File: config.mk
export PLATFORM = sky130hd
export DESIGN_NAME = sgws_mul
export DESIGN_NICKNAME = d
export VERILOG_FILES = /design/src/sgws_pkg.sv /design/src/sgws_mul.sv
export SDC_FILE = /design/constraint.sdc
export NUM_CORES = 2
export LEC_CHECK = 0
export ABC_AREA = 1
export BUFFER_PORTS_ARGS = -buffer_cell sky130_fd_sc_hd__clkbuf_2
export CELL_PAD_IN_SITES_DETAIL_PLACEMENT = 1
export CELL_PAD_IN_SITES_GLOBAL_PLACEMENT = 2
export CORE_MARGIN = 1.5
export CORE_UTILIZATION = 30
export CTS_CLUSTER_DIAMETER = 80
export DETAILED_ROUTE_END_ITERATION = 7
export PLACE_DENSITY_LB_ADDON = 0.12
export SYNTH_ARGS = -nofsm -noshare
export SYNTH_HDL_FRONTEND = slang
export SYNTH_SLANG_ARGS = --single-unit
File: constraint.sdc
create_clock -name clock -period 13.23 [get_ports clock]
set_clock_uncertainty 0.05 [all_clocks]
set_input_delay 2.646 -clock clock [delete_from_list [all_inputs] [get_ports clock]]
set_output_delay 2.646 -clock clock [all_outputs]
set_load 0.01 [all_outputs]
File: src/sgws_pkg.sv
// ----------------------------------------------------------------------------
// sgws_pkg: shared definitions for the soft grid word search
// Sizes, store address maps, codes and the structs passed between modules.
// ----------------------------------------------------------------------------
`default_nettype none
package sgws_pkg;

   localparam int MAX_ROWS    = 32;
   localparam int MAX_COLS    = 32;
   localparam int MAX_WORD    = 16;
   localparam int NUM_CLASSES = 26;

   localparam int GRID_DEPTH = MAX_ROWS * MAX_COLS * NUM_CLASSES;
   localparam int WORD_DEPTH = MAX_WORD * NUM_CLASSES;
   localparam int LS_DEPTH   = MAX_ROWS * MAX_COLS * MAX_WORD;
   localparam int GRID_AW    = $clog2(GRID_DEPTH);
   localparam int WORD_AW    = $clog2(WORD_DEPTH);
   localparam int LS_AW      = $clog2(LS_DEPTH);

   localparam int LOG_W   = 16;
   localparam int PROB_W  = 16;
   localparam int LS_W    = 36;
   localparam int SCORE_W = 41;
   localparam int MUL_W   = 33;
   localparam int PROD_W  = 2 * MUL_W;

   // ln 2 in unsigned Q.26
   localparam logic [25:0] LN2_Q26 = 26'd46516320;

   typedef enum logic [1:0] {
      FUNC_GRID   = 2'd0,
      FUNC_WORD   = 2'd1,
      FUNC_SEARCH = 2'd2,
      FUNC_NONE   = 2'd3
   } func_type;

   localparam int CSR_IDX_W = 1;
   localparam logic [CSR_IDX_W-1:0] CSR_ROWS = 1'b0;
   localparam logic [CSR_IDX_W-1:0] CSR_COLS = 1'b1;

   typedef struct packed {
      logic [1:0]        func;
      logic [4:0]        cell_row;
      logic [4:0]        cell_col;
      logic [3:0]        letter_pos;
      logic [4:0]        class_index;
      logic [PROB_W-1:0] prob;
      logic [4:0]        word_length;
   } req_type;

   typedef struct packed {
      logic [5:0] rows_in_use;
      logic [5:0] cols_in_use;
   } cfg_type;

   typedef struct packed {
      logic                      found;
      logic [4:0]                start_row;
      logic [4:0]                start_col;
      logic [2:0]                direction;
      logic signed [SCORE_W-1:0] path_score;
   } result_type;

   typedef struct packed {
      logic               we;
      logic [GRID_AW-1:0] waddr;
      logic [LOG_W-1:0]   wdata;
      logic [GRID_AW-1:0] raddr;
   } grid_port_type;

   typedef struct packed {
      logic               we;
      logic [WORD_AW-1:0] waddr;
      logic [PROB_W-1:0]  wdata;
      logic [WORD_AW-1:0] raddr;
   } word_port_type;

   typedef struct packed {
      logic             we;
      logic [LS_AW-1:0] waddr;
      logic [LS_W-1:0]  wdata;
      logic [LS_AW-1:0] raddr;
   } ls_port_type;

   typedef struct packed {
      logic signed [MUL_W-1:0] a;
      logic signed [MUL_W-1:0] b;
   } mul_op_type;

   function automatic logic [GRID_AW-1:0] grid_addr(input logic [4:0] r,
                                                    input logic [4:0] c,
                                                    input logic [4:0] cl);
      grid_addr = GRID_AW'((int'(r) * MAX_COLS + int'(c)) * NUM_CLASSES + int'(cl));
   endfunction

   function automatic logic [WORD_AW-1:0] word_addr(input logic [3:0] k,
                                                    input logic [4:0] cl);
      word_addr = WORD_AW'(int'(k) * NUM_CLASSES + int'(cl));
   endfunction

   function automatic logic [LS_AW-1:0] ls_addr(input logic [4:0] r,
                                                input logic [4:0] c,
                                                input logic [3:0] k);
      ls_addr = LS_AW'((int'(r) * MAX_COLS + int'(c)) * MAX_WORD + int'(k));
   endfunction

   // row step of each direction
   function automatic logic signed [1:0] dir_dr(input logic [2:0] d);
      case (d)
         3'd2, 3'd4, 3'd5: dir_dr = 2'sd1;
         3'd3, 3'd6, 3'd7: dir_dr = -2'sd1;
         default:          dir_dr = 2'sd0;
      endcase
   endfunction

   // column step of each direction
   function automatic logic signed [1:0] dir_dc(input logic [2:0] d);
      case (d)
         3'd0, 3'd4, 3'd6: dir_dc = 2'sd1;
         3'd1, 3'd5, 3'd7: dir_dc = -2'sd1;
         default:          dir_dc = 2'sd0;
      endcase
   endfunction

endpackage
`default_nettype wire

File: src/sgws_mul.sv
// ----------------------------------------------------------------------------
// sgws_mul: shared signed multiplier
// 33 x 33 signed product, registered.
// ----------------------------------------------------------------------------
`default_nettype none
module sgws_mul (
   input  wire logic                              clock,
   input  wire sgws_pkg::mul_op_type              op,
   output logic signed [sgws_pkg::PROD_W-1:0]     prod
);
   import sgws_pkg::*;

   logic signed [PROD_W-1:0] prod_ff;

   always_ff @(posedge clock) begin
      prod_ff <= op.a * op.b;
   end

   assign prod = prod_ff;
endmodule
`default_nettype wire

==> impl_metrics.tcl <==
set metrics [dict create \
    critical_path_peak_fanout 33 \
    yosys_warnings 0 \
    max_cap_violations 0 \
    rsz0062_at_grt "no" \
    synth_cell_type_count 35 \
    coreArea_um2 143000 \
    port_buffers 132 \
    post-route-min-period_ns 10.32 \
    crit_path_end_kind "flip-flop" \
    syn_area_per_cell_um2 7.79 \
    asyncSetResetFlopFracSynth_pct 0 \
    hold_path.class "primary input to flip-flop" \
    hold_violation_count_in_the_final_report 0 \
    critPathArrivalTime_ns 10.54 \
    cts_num_sinks 66 \
    multi_input_area_um2 33800 \
    fin_util_pct 32.2 \
    critical_path_buf_inv_count 6 \
    start_kind "primary input" \
    die_width_um 382 \
    ys_seq_elements 66 \
    final-seq-area_um2 1320 \
    global_route_wire_length_before_repair_um 242000 \
    routed_length_on_met2_um 80800 \
    finalCritPeriodShare_pct 78.0 \
    top_level_port_count 133 \
    met3WireLength_um 3850 \
    wl_met1_um 68600 \
    commonest_non_fill_non_tap_cell_in_the_layout "sky130_fd_sc_hd__inv_1" \
    timing.critical_path.cells "clkbuf_2, nand2_1, inv_1, fa_1, fa_1, inv_1, fa_1, inv_1, fa_1, fa_1, fa_1, fa_1, inv_1, fa_1, inv_1, ha_1, nand2_1, nor2_1, nand2_1, nor4_1, nand2_1, nand3_1, nand2_1" \
    die_h_um 382 \
    tritoncts "done" \
    final_layout_size_suffix_gt1_share_pct 5.04 \
    antenna_found_initial 8 \
    critical_path_required_ns 13.45 \
    first_iter_violations 1387 \
    max_slew.worst_pin.slew_ns 1.20 \
    route.antenna.remaining_nets 0 \
    synth_area_leaders "sky130_fd_sc_hd__fa_1, sky130_fd_sc_hd__inv_1, sky130_fd_sc_hd__nand2_1" \
    cts.hold.buffers_added 0 \
    post_synthesis_sequential_area_ratio_pct 3.06 \
    cp_top_family "adder cells" \
    mostFrequentLayoutCells "sky130_fd_sc_hd__inv_1, sky130_fd_sc_hd__nand2_1, sky130_fd_sc_hd__fa_1" \
    setup_viol_count_final 0 \
    mappedNetlistNets 6972 \
    cts_setup_buffers 0 \
    detailed_place_hpwl_um 135000 \
    cts_max_level 3 \
    routed-via-count 32400 \
    synth_flop_cell "sky130_fd_sc_hd__dfxtp_1" \
    synthesis.instances 5543 \
    wire_per_inst_um 21.1 \
    critPathMostFrequentCell "sky130_fd_sc_hd__fa_1" \
    cts_repair_resize_count 0 \
    first_pass_iters 5 \
    routed_wl_um 156000 \
    post_drt_via_cell_ratio 4.38 \
    highest_layer "met5" \
    tritoncts.num_buffers 9 \
    number_of_flip_flops_in_the_largest_register 66 \
    drc_errors 0 \
    timing.max_slew.rel_slack_pct 19.9 \
    slew_viol_final 0 \
    gpl.final_weighted_congestion 0.864 \
    synth_edf_count 0 \
    dominant_cell_type_by_area_after_synthesis "sky130_fd_sc_hd__fa_1" \
    run_status "finished clean" \
    clk_root_buffer_cell "sky130_fd_sc_hd__clkbuf_16" \
    pin_count_of_the_biggest_net_entering_global_routing 34 \
    timing_worst_setup_path_type "primary input to flip-flop" \
    fillers 17300 \
    cpPeakStageDelay_ns 1.18 \
    cts_buffer_depth 2 \
    syn_area_um2 43200 \
    clock.fmax_mhz 96.9 \
    area_growth_pct 6.68 \
    die_area_um2 146000 \
    initial_core_util_pct 30.2 \
    vias_in_the_first_global_route 37900 \
    fin_nets 6919 \
    row_cnt 139 \
    cts.clk_slew.worst_paths_ns 0.08 \
    synth.top_cell.area_share_pct 53.1 \
    grt_use_total_pct 22.5 \
    critical_path.slowest_cell "sky130_fd_sc_hd__fa_1" \
    grt_overflow 0 \
    fin_setup_tns_ns 0 \
]
-- stage by stage --
| step | cells | setup slack [ns] | area (um^2) | hold WS [ns] |
|---|---|---|---|---|
| CTS | 7398 | 2.85 | 46000 | 2.75 |
| global placement | 7382 | 2.43 | 45700 | 2.99 |
| global route | 7399 | 2.43 | 46100 | 2.80 |
| finish | 7401 | 2.91 | 46100 | 2.73 |
| detailed placement | 7382 | 2.53 | 45700 | 2.98 |
| floorplan | 5543 | 3.78 | 43200 | 2.86 |
-- cells by family (layout without fill, tap and decap cells) --
group                      Yosys count  after routing  share of synthesized area, %
AOI/OAI and AO/OA                  106            106                          1.38
xor gates and xnor gates            41             41                         0.832
adders and majority gates         1362           1362                          59.4
buffers and inverters             2158           2110                          18.8
DFF                                 66             66                          3.06
other                                0              3                             0
and+or+nand+nor                   1810           1810                          16.6
-- routing by layer --
metal | global-route usage, % | vias to the layer above
met5 | 0 | -
met4 | 3.94 | 8
met3 | 1.73 | 105
met2 | 41.0 | 352
met1 | 29.2 | 17100
li1 | - | 14900
-- cell type report --
cell class	count	area share, %
clock buffers	11	0.549
repair buffers	199	2.53
multi-input cells	3319	73.3
clock inverters	5	0.136
flip-flops and latches	66	2.87
inverters	1895	15.4
diodes	3	0.0163
well taps	1903	5.17
-- cell usage after synthesis, types with 2 or more instances --
| cell | number |
|---|---|
| sky130_fd_sc_hd__a21oi_2 | 4 |
| sky130_fd_sc_hd__and2_1 | 2 |
| sky130_fd_sc_hd__nor4_1 | 4 |
| sky130_fd_sc_hd__nand3_1 | 70 |
| sky130_fd_sc_hd__a21o_1 | 2 |
| sky130_fd_sc_hd__xnor2_1 | 4 |
| sky130_fd_sc_hd__o21ai_1 | 3 |
| sky130_fd_sc_hd__nand2_2 | 17 |
| sky130_fd_sc_hd__nand3_2 | 8 |
| sky130_fd_sc_hd__nor2_1 | 131 |
| sky130_fd_sc_hd__clkbuf_1 | 262 |
| sky130_fd_sc_hd__nand4_1 | 19 |
| sky130_fd_sc_hd__xor2_1 | 37 |
| sky130_fd_sc_hd__dfxtp_1 | 66 |
| sky130_fd_sc_hd__o21bai_1 | 14 |
| sky130_fd_sc_hd__ha_1 | 217 |
| sky130_fd_sc_hd__nor3_1 | 7 |
| sky130_fd_sc_hd__nor2_4 | 3 |
| sky130_fd_sc_hd__fa_1 | 1145 |
| sky130_fd_sc_hd__nor2_2 | 20 |
| sky130_fd_sc_hd__or2_2 | 5 |
| sky130_fd_sc_hd__o21ai_0 | 19 |
| sky130_fd_sc_hd__inv_1 | 1894 |
| sky130_fd_sc_hd__a21oi_1 | 61 |
| sky130_fd_sc_hd__nand3b_1 | 3 |
| sky130_fd_sc_hd__nand2_1 | 1517 |
-- path summary, 6_finish.rpt --
check | startpoint | to | slack [ns] | cells past startpoint
worst max-delay path | op[8] | prod[62] | 2.91 | 23
worst min-delay path | op[0] | prod[0] | 2.73 | 4
Power is not shown: default switching activity piles up to over one toggle a cycle in this logic, so the estimate is an artifact.
