### src/sgws_pkg.sv
// ----------------------------------------------------------------------------
// sgws_pkg: shared definitions for the soft grid word search
// Sizes, store address maps, codes and the structs passed between modules.
// ----------------------------------------------------------------------------
`default_nettype none
package sgws_pkg;

   localparam int MAX_ROWS    = 32;
   localparam int MAX_COLS    = 32;
   localparam int MAX_WORD    = 16;
   localparam int NUM_CLASSES = 26;

   localparam int GRID_DEPTH = MAX_ROWS * MAX_COLS * NUM_CLASSES;
   localparam int WORD_DEPTH = MAX_WORD * NUM_CLASSES;
   localparam int LS_DEPTH   = MAX_ROWS * MAX_COLS * MAX_WORD;
   localparam int GRID_AW    = $clog2(GRID_DEPTH);
   localparam int WORD_AW    = $clog2(WORD_DEPTH);
   localparam int LS_AW      = $clog2(LS_DEPTH);

   localparam int LOG_W   = 16;
   localparam int PROB_W  = 16;
   localparam int LS_W    = 36;
   localparam int SCORE_W = 41;
   localparam int MUL_W   = 33;
   localparam int PROD_W  = 2 * MUL_W;

   // ln 2 in unsigned Q.26
   localparam logic [25:0] LN2_Q26 = 26'd46516320;

   typedef enum logic [1:0] {
      FUNC_GRID   = 2'd0,
      FUNC_WORD   = 2'd1,
      FUNC_SEARCH = 2'd2,
      FUNC_NONE   = 2'd3
   } func_type;

   localparam int CSR_IDX_W = 1;
   localparam logic [CSR_IDX_W-1:0] CSR_ROWS = 1'b0;
   localparam logic [CSR_IDX_W-1:0] CSR_COLS = 1'b1;

   typedef struct packed {
      logic [1:0]        func;
      logic [4:0]        cell_row;
      logic [4:0]        cell_col;
      logic [3:0]        letter_pos;
      logic [4:0]        class_index;
      logic [PROB_W-1:0] prob;
      logic [4:0]        word_length;
   } req_type;

   typedef struct packed {
      logic [5:0] rows_in_use;
      logic [5:0] cols_in_use;
   } cfg_type;

   typedef struct packed {
      logic                      found;
      logic [4:0]                start_row;
      logic [4:0]                start_col;
      logic [2:0]                direction;
      logic signed [SCORE_W-1:0] path_score;
   } result_type;

   typedef struct packed {
      logic               we;
      logic [GRID_AW-1:0] waddr;
      logic [LOG_W-1:0]   wdata;
      logic [GRID_AW-1:0] raddr;
   } grid_port_type;

   typedef struct packed {
      logic               we;
      logic [WORD_AW-1:0] waddr;
      logic [PROB_W-1:0]  wdata;
      logic [WORD_AW-1:0] raddr;
   } word_port_type;

   typedef struct packed {
      logic             we;
      logic [LS_AW-1:0] waddr;
      logic [LS_W-1:0]  wdata;
      logic [LS_AW-1:0] raddr;
   } ls_port_type;

   typedef struct packed {
      logic signed [MUL_W-1:0] a;
      logic signed [MUL_W-1:0] b;
   } mul_op_type;

   function automatic logic [GRID_AW-1:0] grid_addr(input logic [4:0] r,
                                                    input logic [4:0] c,
                                                    input logic [4:0] cl);
      grid_addr = GRID_AW'((int'(r) * MAX_COLS + int'(c)) * NUM_CLASSES + int'(cl));
   endfunction

   function automatic logic [WORD_AW-1:0] word_addr(input logic [3:0] k,
                                                    input logic [4:0] cl);
      word_addr = WORD_AW'(int'(k) * NUM_CLASSES + int'(cl));
   endfunction

   function automatic logic [LS_AW-1:0] ls_addr(input logic [4:0] r,
                                                input logic [4:0] c,
                                                input logic [3:0] k);
      ls_addr = LS_AW'((int'(r) * MAX_COLS + int'(c)) * MAX_WORD + int'(k));
   endfunction

   // row step of each direction
   function automatic logic signed [1:0] dir_dr(input logic [2:0] d);
      case (d)
         3'd2, 3'd4, 3'd5: dir_dr = 2'sd1;
         3'd3, 3'd6, 3'd7: dir_dr = -2'sd1;
         default:          dir_dr = 2'sd0;
      endcase
   endfunction

   // column step of each direction
   function automatic logic signed [1:0] dir_dc(input logic [2:0] d);
      case (d)
         3'd0, 3'd4, 3'd6: dir_dc = 2'sd1;
         3'd1, 3'd5, 3'd7: dir_dc = -2'sd1;
         default:          dir_dc = 2'sd0;
      endcase
   endfunction

endpackage
`default_nettype wire

### src/sgws_ctrl.sv
// ----------------------------------------------------------------------------
// sgws_ctrl: sequencer for loads, log conversion and the search scan
// Drives the stores and the shared multiplier one step at a time.
// ----------------------------------------------------------------------------
`default_nettype none
module sgws_ctrl (
   input  wire logic                            clock,
   input  wire logic                            reset,
   input  wire logic                            req_valid,
   input  wire sgws_pkg::req_type               req,
   output logic                                 req_ready,
   input  wire sgws_pkg::cfg_type               cfg,
   output sgws_pkg::grid_port_type              grid_port,
   input  wire logic [sgws_pkg::LOG_W-1:0]      grid_rd,
   output sgws_pkg::word_port_type              word_port,
   input  wire logic [sgws_pkg::PROB_W-1:0]     word_rd,
   output sgws_pkg::ls_port_type                ls_port,
   input  wire logic [sgws_pkg::LS_W-1:0]       ls_rd,
   output sgws_pkg::mul_op_type                 mul_op,
   input  wire logic signed [sgws_pkg::PROD_W-1:0] mul_prod,
   output logic                                 res_valid,
   output sgws_pkg::result_type                 res,
   input  wire logic                            res_taken
);
   import sgws_pkg::*;

   typedef enum logic [12:0] {
      S_IDLE    = 13'b0000000000001,
      S_LOG_SQ  = 13'b0000000000010,
      S_LOG_UPD = 13'b0000000000100,
      S_LOG_M1  = 13'b0000000001000,
      S_LOG_M2  = 13'b0000000010000,
      S_LS_ADDR = 13'b0000000100000,
      S_LS_MUL  = 13'b0000001000000,
      S_LS_ACC  = 13'b0000010000000,
      S_PS_FIT  = 13'b0000100000000,
      S_PS_ADDR = 13'b0001000000000,
      S_PS_ACC  = 13'b0010000000000,
      S_PS_CMP  = 13'b0100000000000,
      S_DONE    = 13'b1000000000000
   } state_type;

   state_type state_ff, state_in;

   logic [31:0]               m_ff, m_in;
   logic [31:0]               frac_ff, frac_in;
   logic [4:0]                iter_ff, iter_in;
   logic [3:0]                msb_ff, msb_in;
   logic [4:0]                neg_hi_ff, neg_hi_in;
   logic [GRID_AW-1:0]        gaddr_ff, gaddr_in;
   logic [4:0]                len_ff, len_in;
   logic [5:0]                rows_ff, rows_in;
   logic [5:0]                cols_ff, cols_in;
   logic [4:0]                r_ff, r_in;
   logic [4:0]                c_ff, c_in;
   logic [3:0]                k_ff, k_in;
   logic [4:0]                cl_ff, cl_in;
   logic [2:0]                d_ff, d_in;
   logic [4:0]                rr_ff, rr_in;
   logic [4:0]                cc_ff, cc_in;
   logic signed [LS_W-1:0]    acc_ff, acc_in;
   logic signed [SCORE_W-1:0] sum_ff, sum_in;
   logic signed [SCORE_W-1:0] best_ff, best_in;
   logic                      have_ff, have_in;
   logic [4:0]                br_ff, br_in;
   logic [4:0]                bc_ff, bc_in;
   logic [2:0]                bd_ff, bd_in;

   // comb helpers
   logic [PROB_W-1:0]         p_clamp;
   logic [3:0]                p_msb;
   logic [32:0]               sq;
   logic [36:0]               neg;
   logic [63:0]               log_total;
   logic [15:0]               log_mag;
   logic signed [LS_W-1:0]    acc_next;
   logic [3:0]                lm1;
   logic signed [6:0]         end_r, end_c;
   logic                      fits;
   logic signed [1:0]         dr, dc;
   logic                      ps_next;
   logic                      last_k, last_c, last_r;

   function automatic logic signed [6:0] path_end(input logic [4:0] pos,
                                                  input logic signed [1:0] step,
                                                  input logic [3:0] span);
      case (step)
         2'sd1:   path_end = $signed({2'b00, pos}) + $signed({3'b000, span});
         -2'sd1:  path_end = $signed({2'b00, pos}) - $signed({3'b000, span});
         default: path_end = $signed({2'b00, pos});
      endcase
   endfunction

   function automatic logic [4:0] msb_neg_term(input logic [3:0] msb);
      msb_neg_term = 5'd16 - {1'b0, msb};
   endfunction

   always_comb begin
      p_clamp = (req.prob == '0) ? PROB_W'(1) : req.prob;
      p_msb   = '0;
      for (int i = 0; i < PROB_W; i++) begin
         if (p_clamp[i]) begin
            p_msb = 4'(i);
         end
      end
   end

   assign sq        = mul_prod[63:31];
   assign neg       = {msb_neg_term(msb_ff), 32'd0} - {5'd0, frac_ff};
   assign log_total = $unsigned(mul_prod[63:0])
                    + ((64'(neg_hi_ff) * 64'(LN2_Q26)) << 32)
                    + (64'd1 << 47);
   assign log_mag   = log_total[63:48];
   assign acc_next  = acc_ff + $signed(mul_prod[LS_W-1:0]);
   assign lm1       = 4'(len_ff - 5'd1);
   assign dr        = dir_dr(d_ff);
   assign dc        = dir_dc(d_ff);
   assign end_r     = path_end(r_ff, dr, lm1);
   assign end_c     = path_end(c_ff, dc, lm1);
   assign fits      = !end_r[6] && (end_r < $signed({1'b0, rows_ff}))
                   && !end_c[6] && (end_c < $signed({1'b0, cols_ff}));
   assign last_k    = ({1'b0, k_ff} == len_ff - 5'd1);
   assign last_c    = ({1'b0, c_ff} == cols_ff - 6'd1);
   assign last_r    = ({1'b0, r_ff} == rows_ff - 6'd1);

   always_comb begin
      state_in  = state_ff;
      m_in      = m_ff;
      frac_in   = frac_ff;
      iter_in   = iter_ff;
      msb_in    = msb_ff;
      neg_hi_in = neg_hi_ff;
      gaddr_in  = gaddr_ff;
      len_in    = len_ff;
      rows_in   = rows_ff;
      cols_in   = cols_ff;
      r_in      = r_ff;
      c_in      = c_ff;
      k_in      = k_ff;
      cl_in     = cl_ff;
      d_in      = d_ff;
      rr_in     = rr_ff;
      cc_in     = cc_ff;
      acc_in    = acc_ff;
      sum_in    = sum_ff;
      best_in   = best_ff;
      have_in   = have_ff;
      br_in     = br_ff;
      bc_in     = bc_ff;
      bd_in     = bd_ff;
      ps_next   = 1'b0;

      grid_port.we    = 1'b0;
      grid_port.waddr = gaddr_ff;
      grid_port.wdata = ~log_mag + 16'd1;
      grid_port.raddr = grid_addr(r_ff, c_ff, cl_ff);
      word_port.we    = 1'b0;
      word_port.waddr = word_addr(req.letter_pos, req.class_index);
      word_port.wdata = req.prob;
      word_port.raddr = word_addr(k_ff, cl_ff);
      ls_port.we      = 1'b0;
      ls_port.waddr   = ls_addr(r_ff, c_ff, k_ff);
      ls_port.wdata   = acc_next;
      ls_port.raddr   = ls_addr(rr_ff, cc_ff, k_ff);
      mul_op.a        = '0;
      mul_op.b        = '0;
      res_valid       = 1'b0;

      case (state_ff)
         S_IDLE: begin
            if (req_valid) begin
               case (func_type'(req.func))
                  FUNC_GRID: begin
                     if (int'(req.class_index) < NUM_CLASSES
                         && int'(req.cell_row) < MAX_ROWS
                         && int'(req.cell_col) < MAX_COLS) begin
                        msb_in   = p_msb;
                        m_in     = 32'(p_clamp) << (5'd31 - {1'b0, p_msb});
                        frac_in  = '0;
                        iter_in  = '0;
                        gaddr_in = grid_addr(req.cell_row, req.cell_col, req.class_index);
                        state_in = S_LOG_SQ;
                     end
                  end
                  FUNC_WORD: begin
                     if (int'(req.class_index) < NUM_CLASSES
                         && int'(req.letter_pos) < MAX_WORD) begin
                        word_port.we = 1'b1;
                     end
                  end
                  FUNC_SEARCH: begin
                     len_in  = req.word_length;
                     rows_in = (int'(cfg.rows_in_use) > MAX_ROWS) ? 6'(MAX_ROWS)
                                                                 : cfg.rows_in_use;
                     cols_in = (int'(cfg.cols_in_use) > MAX_COLS) ? 6'(MAX_COLS)
                                                                 : cfg.cols_in_use;
                     r_in    = '0;
                     c_in    = '0;
                     k_in    = '0;
                     cl_in   = '0;
                     d_in    = '0;
                     acc_in  = '0;
                     have_in = 1'b0;
                     best_in = '0;
                     br_in   = '0;
                     bc_in   = '0;
                     bd_in   = '0;
                     if (req.word_length != 5'd0 && int'(req.word_length) <= MAX_WORD
                         && rows_in != 6'd0 && cols_in != 6'd0) begin
                        state_in = S_LS_ADDR;
                     end else begin
                        state_in = S_DONE;
                     end
                  end
                  default: begin
                  end
               endcase
            end
         end
         S_LOG_SQ: begin
            mul_op.a = {1'b0, m_ff};
            mul_op.b = {1'b0, m_ff};
            state_in = S_LOG_UPD;
         end
         S_LOG_UPD: begin
            // renormalize the square back into [1, 2)
            m_in    = sq[32] ? sq[32:1] : sq[31:0];
            frac_in = {frac_ff[30:0], sq[32]};
            iter_in = iter_ff + 5'd1;
            if (iter_ff == 5'd31) begin
               state_in = S_LOG_M1;
            end else begin
               state_in = S_LOG_SQ;
            end
         end
         S_LOG_M1: begin
            mul_op.a  = {1'b0, neg[31:0]};
            mul_op.b  = MUL_W'(LN2_Q26);
            neg_hi_in = neg[36:32];
            state_in  = S_LOG_M2;
         end
         S_LOG_M2: begin
            grid_port.we = 1'b1;
            state_in     = S_IDLE;
         end
         S_LS_ADDR: begin
            state_in = S_LS_MUL;
         end
         S_LS_MUL: begin
            mul_op.a = {17'd0, word_rd};
            mul_op.b = {{17{grid_rd[LOG_W-1]}}, grid_rd};
            state_in = S_LS_ACC;
         end
         S_LS_ACC: begin
            state_in = S_LS_ADDR;
            if (int'(cl_ff) == NUM_CLASSES - 1) begin
               ls_port.we = 1'b1;
               acc_in     = '0;
               cl_in      = '0;
               if (last_k) begin
                  k_in = '0;
                  if (last_c) begin
                     c_in = '0;
                     if (last_r) begin
                        r_in     = '0;
                        d_in     = '0;
                        state_in = S_PS_FIT;
                     end else begin
                        r_in = r_ff + 5'd1;
                     end
                  end else begin
                     c_in = c_ff + 5'd1;
                  end
               end else begin
                  k_in = k_ff + 4'd1;
               end
            end else begin
               cl_in  = cl_ff + 5'd1;
               acc_in = acc_next;
            end
         end
         S_PS_FIT: begin
            if (fits) begin
               k_in     = '0;
               rr_in    = r_ff;
               cc_in    = c_ff;
               sum_in   = '0;
               state_in = S_PS_ADDR;
            end else begin
               ps_next = 1'b1;
            end
         end
         S_PS_ADDR: begin
            state_in = S_PS_ACC;
         end
         S_PS_ACC: begin
            sum_in = sum_ff + SCORE_W'($signed(ls_rd));
            if (last_k) begin
               state_in = S_PS_CMP;
            end else begin
               k_in     = k_ff + 4'd1;
               rr_in    = rr_ff + {{3{dr[1]}}, dr};
               cc_in    = cc_ff + {{3{dc[1]}}, dc};
               state_in = S_PS_ADDR;
            end
         end
         S_PS_CMP: begin
            if (!have_ff || sum_ff > best_ff) begin
               have_in = 1'b1;
               best_in = sum_ff;
               br_in   = r_ff;
               bc_in   = c_ff;
               bd_in   = d_ff;
            end
            ps_next = 1'b1;
         end
         S_DONE: begin
            res_valid = 1'b1;
            if (res_taken) begin
               state_in = S_IDLE;
            end
         end
         default: begin
            state_in = S_IDLE;
         end
      endcase

      // next start cell and direction of the path scan
      if (ps_next) begin
         state_in = S_PS_FIT;
         if (d_ff == 3'd7) begin
            d_in = '0;
            if (last_c) begin
               c_in = '0;
               if (last_r) begin
                  state_in = S_DONE;
               end else begin
                  r_in = r_ff + 5'd1;
               end
            end else begin
               c_in = c_ff + 5'd1;
            end
         end else begin
            d_in = d_ff + 3'd1;
         end
      end
   end

   always_ff @(posedge clock) begin
      if (reset) begin
         state_ff <= S_IDLE;
         have_ff  <= 1'b0;
      end else begin
         state_ff <= state_in;
         have_ff  <= have_in;
      end
      m_ff      <= m_in;
      frac_ff   <= frac_in;
      iter_ff   <= iter_in;
      msb_ff    <= msb_in;
      neg_hi_ff <= neg_hi_in;
      gaddr_ff  <= gaddr_in;
      len_ff    <= len_in;
      rows_ff   <= rows_in;
      cols_ff   <= cols_in;
      r_ff      <= r_in;
      c_ff      <= c_in;
      k_ff      <= k_in;
      cl_ff     <= cl_in;
      d_ff      <= d_in;
      rr_ff     <= rr_in;
      cc_ff     <= cc_in;
      acc_ff    <= acc_in;
      sum_ff    <= sum_in;
      best_ff   <= best_in;
      br_ff     <= br_in;
      bc_ff     <= bc_in;
      bd_ff     <= bd_in;
   end

   assign req_ready      = (state_ff == S_IDLE);
   assign res.found      = have_ff;
   assign res.start_row  = br_ff;
   assign res.start_col  = bc_ff;
   assign res.direction  = bd_ff;
   assign res.path_score = best_ff;
endmodule
`default_nettype wire
### config.mk
export PLATFORM = sky130hd
export DESIGN_NAME = sgws_ctrl
export DESIGN_NICKNAME = d
export VERILOG_FILES = /design/src/sgws_pkg.sv /design/src/sgws_ctrl.sv
export SDC_FILE = /design/constraint.sdc
export NUM_CORES = 1
export LEC_CHECK = 0
export BUFFER_PORTS_ARGS = -buffer_cell sky130_fd_sc_hd__buf_4
export CAP_MARGIN = 25
export CORE_UTILIZATION = 45
export CTS_BUF_LIST = sky130_fd_sc_hd__clkbuf_4 sky130_fd_sc_hd__clkbuf_8 sky130_fd_sc_hd__clkbuf_16
export DETAILED_ROUTE_END_ITERATION = 16
export MAX_ROUTING_LAYER = met4
export PLACE_DENSITY_LB_ADDON = 0.3
export SLEW_MARGIN = 5
export SYNTH_ARGS = -nofsm -noshare
export SYNTH_HDL_FRONTEND = slang
export SYNTH_SLANG_ARGS = --single-unit
### constraint.sdc
create_clock -name clock -period 7.27 [get_ports clock]
set_input_delay 1.454 -clock clock [delete_from_list [all_inputs] [get_ports clock]]
set_output_delay 1.454 -clock clock [all_outputs]
set_load 0.02 [all_outputs]
==> run summary <==
GR Util met2 -> 45.63%
GR Util met1 -> 31.88%
register area share after synthesis -> 32.86%
crit path kind -> reg -> out
peak supply drop -> 0.1322 mV
Commonest cells post-synth -> ha_1 (342), edfxtp_1 (263), inv_1 (251)
PD cells -> 182.2 nW/um2
Mean Syn Cell Area -> 9.359 um2
final worst setup slack -> -0.4508 ns
CP Capture Type -> output port
Root Buffer -> clkbuf_16
post-synthesis async set-or-reset flop share -> 0%
Hold Buf Count CTS -> 0
FILL cells -> 4755
grt met3 use -> 4.765%
Core Footprint -> 55520 um2
main flop type after synthesis -> edfxtp_1
Hold WS -> 0.5036 ns
Num CTS Buffers -> 36
first-pass GRT wire length -> 119300 um
CTS HTree Levels -> 2
RSZ-0062 raised after global routing -> true
Detail Route Antenna Nets -> 0
flip-flop and latch area -> 8378 um2
CP Max Fanout -> 4
min-delay worst type -> reg -> reg
count leader, synth -> ha_1
Ports -> 462
gr usage total -> 26.82%
Crit path arrival time -> 6.27 ns
worst path required time -> 5.82 ns
Final min period -> 7.721 ns
synthesized cell area -> 25490 um2
number of vias per cell -> 5.552
wire length per cell -> 19.09 um
post-synthesis cell count -> 2724
Final Setup Violations -> 7
#FFs+latches synth -> 287
Multi-input gate area -> 16610 um2
clk_lat worst skew -> 0.56 ns
Ys Warns -> 0
most used cell, CP -> ha_4
largest net degree at the start of global routing -> 70
Final Cycle Share -> 106.2%
grt ovf -> 0
final net count -> 3811
Max Slew Vio Count -> 0
Initial Utilization -> 45.91%
Hold Vio Cnt, Final -> 0
initial antenna violation count -> 5
DRT iter0 DRCs -> 1089
Max Freq -> 129.5 MHz
vias in the first global route -> 22870
Final Core Density -> 58.42%
die area -> 57610 um2
Critical Path Max Stage Delay -> 0.61 ns
# Max-Cap Violations -> 0
syn nets -> 3293
DIE WIDTH -> 240.0 um
Critical Path Slowest Stage Cell -> fa_1
Post-DP HPWL -> 58870 um
top cells by area, synth -> edfxtp_1 (31%), ha_1 (17%), xnor2_1 (4.8%), inv_1 (3.7%), nor2_1 (3.5%)
via count -> 22330
EDFF count, synth -> 263
fin cells -> 4022
placed insts -> 3925
standard-cell row count -> 86
cell taking the most area after synthesis -> edfxtp_1
status -> complete, but fails checks
Tot Pwr -> 5.911 mW
Worst Tran Pin Value -> 1.009 ns
post-synth cell types -> 90
pre-CTS setup slack -> -0.2585 ns
Startpoint Class -> flip-flop
Area Overhead vs Synth -> 27.23%
Worst-path clk slew -> 0.06 ns
GPL Wtd Cong -> 0.9184
failing checks -> negative setup slack
Die H -> 240.0 um
Post-Route WL -> 76790 um
CTS tree -> yes
Setup Skew -> 0.01863 ns
DRT Pass-1 Iters -> 5
layout cells sized above 1 -> 24.04%
Clock Sinks -> 287
Leak -> 15.17 nW
Relative slew margins -> 32.34%
PortBufs -> 458
Post-route DRC -> 0
Top Usage Layer GRT -> met2
clock buffer depth -> 3
share of the synthesized area in the top cell type -> 30.98%
## repair_timing
action	CTS	global route
setup endpoints to repair	11	11
setup buffers	18	15
pin swaps	75	63
resized for setup	80	71
## sequential cells by signal, indices dropped and copies added, names as in the netlist, 4 cells and up
signal	count
m_ff	32
msb_ff	4
gaddr_ff	15
k_ff	4
rows_ff	6
iter_ff	5
neg_hi_ff	5
br_ff	5
cc_ff	5
c_ff	5
state_ff	13
sum_ff	41
cl_ff	5
acc_ff	36
bc_ff	5
best_ff	41
rr_ff	5
len_ff	5
cols_ff	6
r_ff	5
frac_ff	32
## kinds of logic after synthesis
kind of cell               synth area share, %
xor gates and xnor gates                 8.142
DFF                                      32.86
adders and majority gates                19.53
muxes                                    2.361
buffers and inverters                    5.423
other                                  0.01471
AOI/OAI and AO/OA                        15.22
and+or+nand+nor                          16.44
## worst max-delay path, delay by kind of cell, from the launching register on
| family | cells | cell delay (ns) |
|---|---|---|
| xor+xnor | 2 | 0.31 |
| buf+inv | 3 | 0.46 |
| fa+ha+maj | 6 | 2.17 |
| flops | 1 | 0.43 |
| simple gates | 6 | 0.73 |
| compound gates | 9 | 1.62 |
## stage by stage
stage          TNS [ns]  instance area (um2)
2_1_floorplan         0                25560
3_3_place_gp    -0.2568                30210
3_5_place_dp    -0.4989                30210
4_1_cts          -1.473                31960
5_1_grt          -3.690                32440
6_report         -1.838                32440
## metal layers
metal  share of wire (%)  routed length (um)
met1                  42               32410
met2                  49               37370
met3                 6.0                4595
met4                 3.1                2415
met5                   0                   0
## placed cells by master, fill, tap and decap left out, types with 18 or more instances in the layout
cell         n
ha_4        21
a21oi_1    136
nand2b_1    25
nor3_1      44
nand4_1     24
nand3_1     47
nand2_1    146
nor4_1      20
a21o_1     101
and3_1      54
o21a_1      22
and2_1      86
a31oi_1     18
xor2_1      96
o21ai_0    127
edfxtp_1   263
mux2i_1     50
xnor2_1    132
dfxtp_1     24
inv_1      250
ha_1       317
buf_4      557
nor2_1     230
o21bai_1    18
nor2b_1     51
fa_1        35
clkbuf_16   36
## worst paths after layout
path              slack (ns)    startpoint  cells after the start       endpoint
setup reg to reg        1.55       d_ff[1]                     17     sum_ff[23]
setup / recovery       -0.45  neg_hi_ff[2]                     26  grid_port[30]
hold reg to reg         0.50       have_ff                      2        have_ff
hold / removal          0.50       have_ff                      2        have_ff
## final cells by class
cell class	count	area share, %
diodes	5	0.03857
clock inverters	19	0.6480
repair buffers	571	13.43
flip-flops and latches	287	25.83
multi-input cells	2094	51.22
well taps	748	2.885
inverters	252	2.924
clock buffers	46	3.028
## power breakdown
part | total, mW | internal, mW | leakage (nW) | switching [mW]
Clock | 1.85 | 1.10 | 0.594 | 0.748
Sequential | 2.03 | 1.93 | 2.64 | 0.0960
Combinational | 2.03 | 0.860 | 11.9 | 1.17
Total | 5.91 | 3.89 | 15.2 | 2.02
Power figures use the tool's default switching activity.
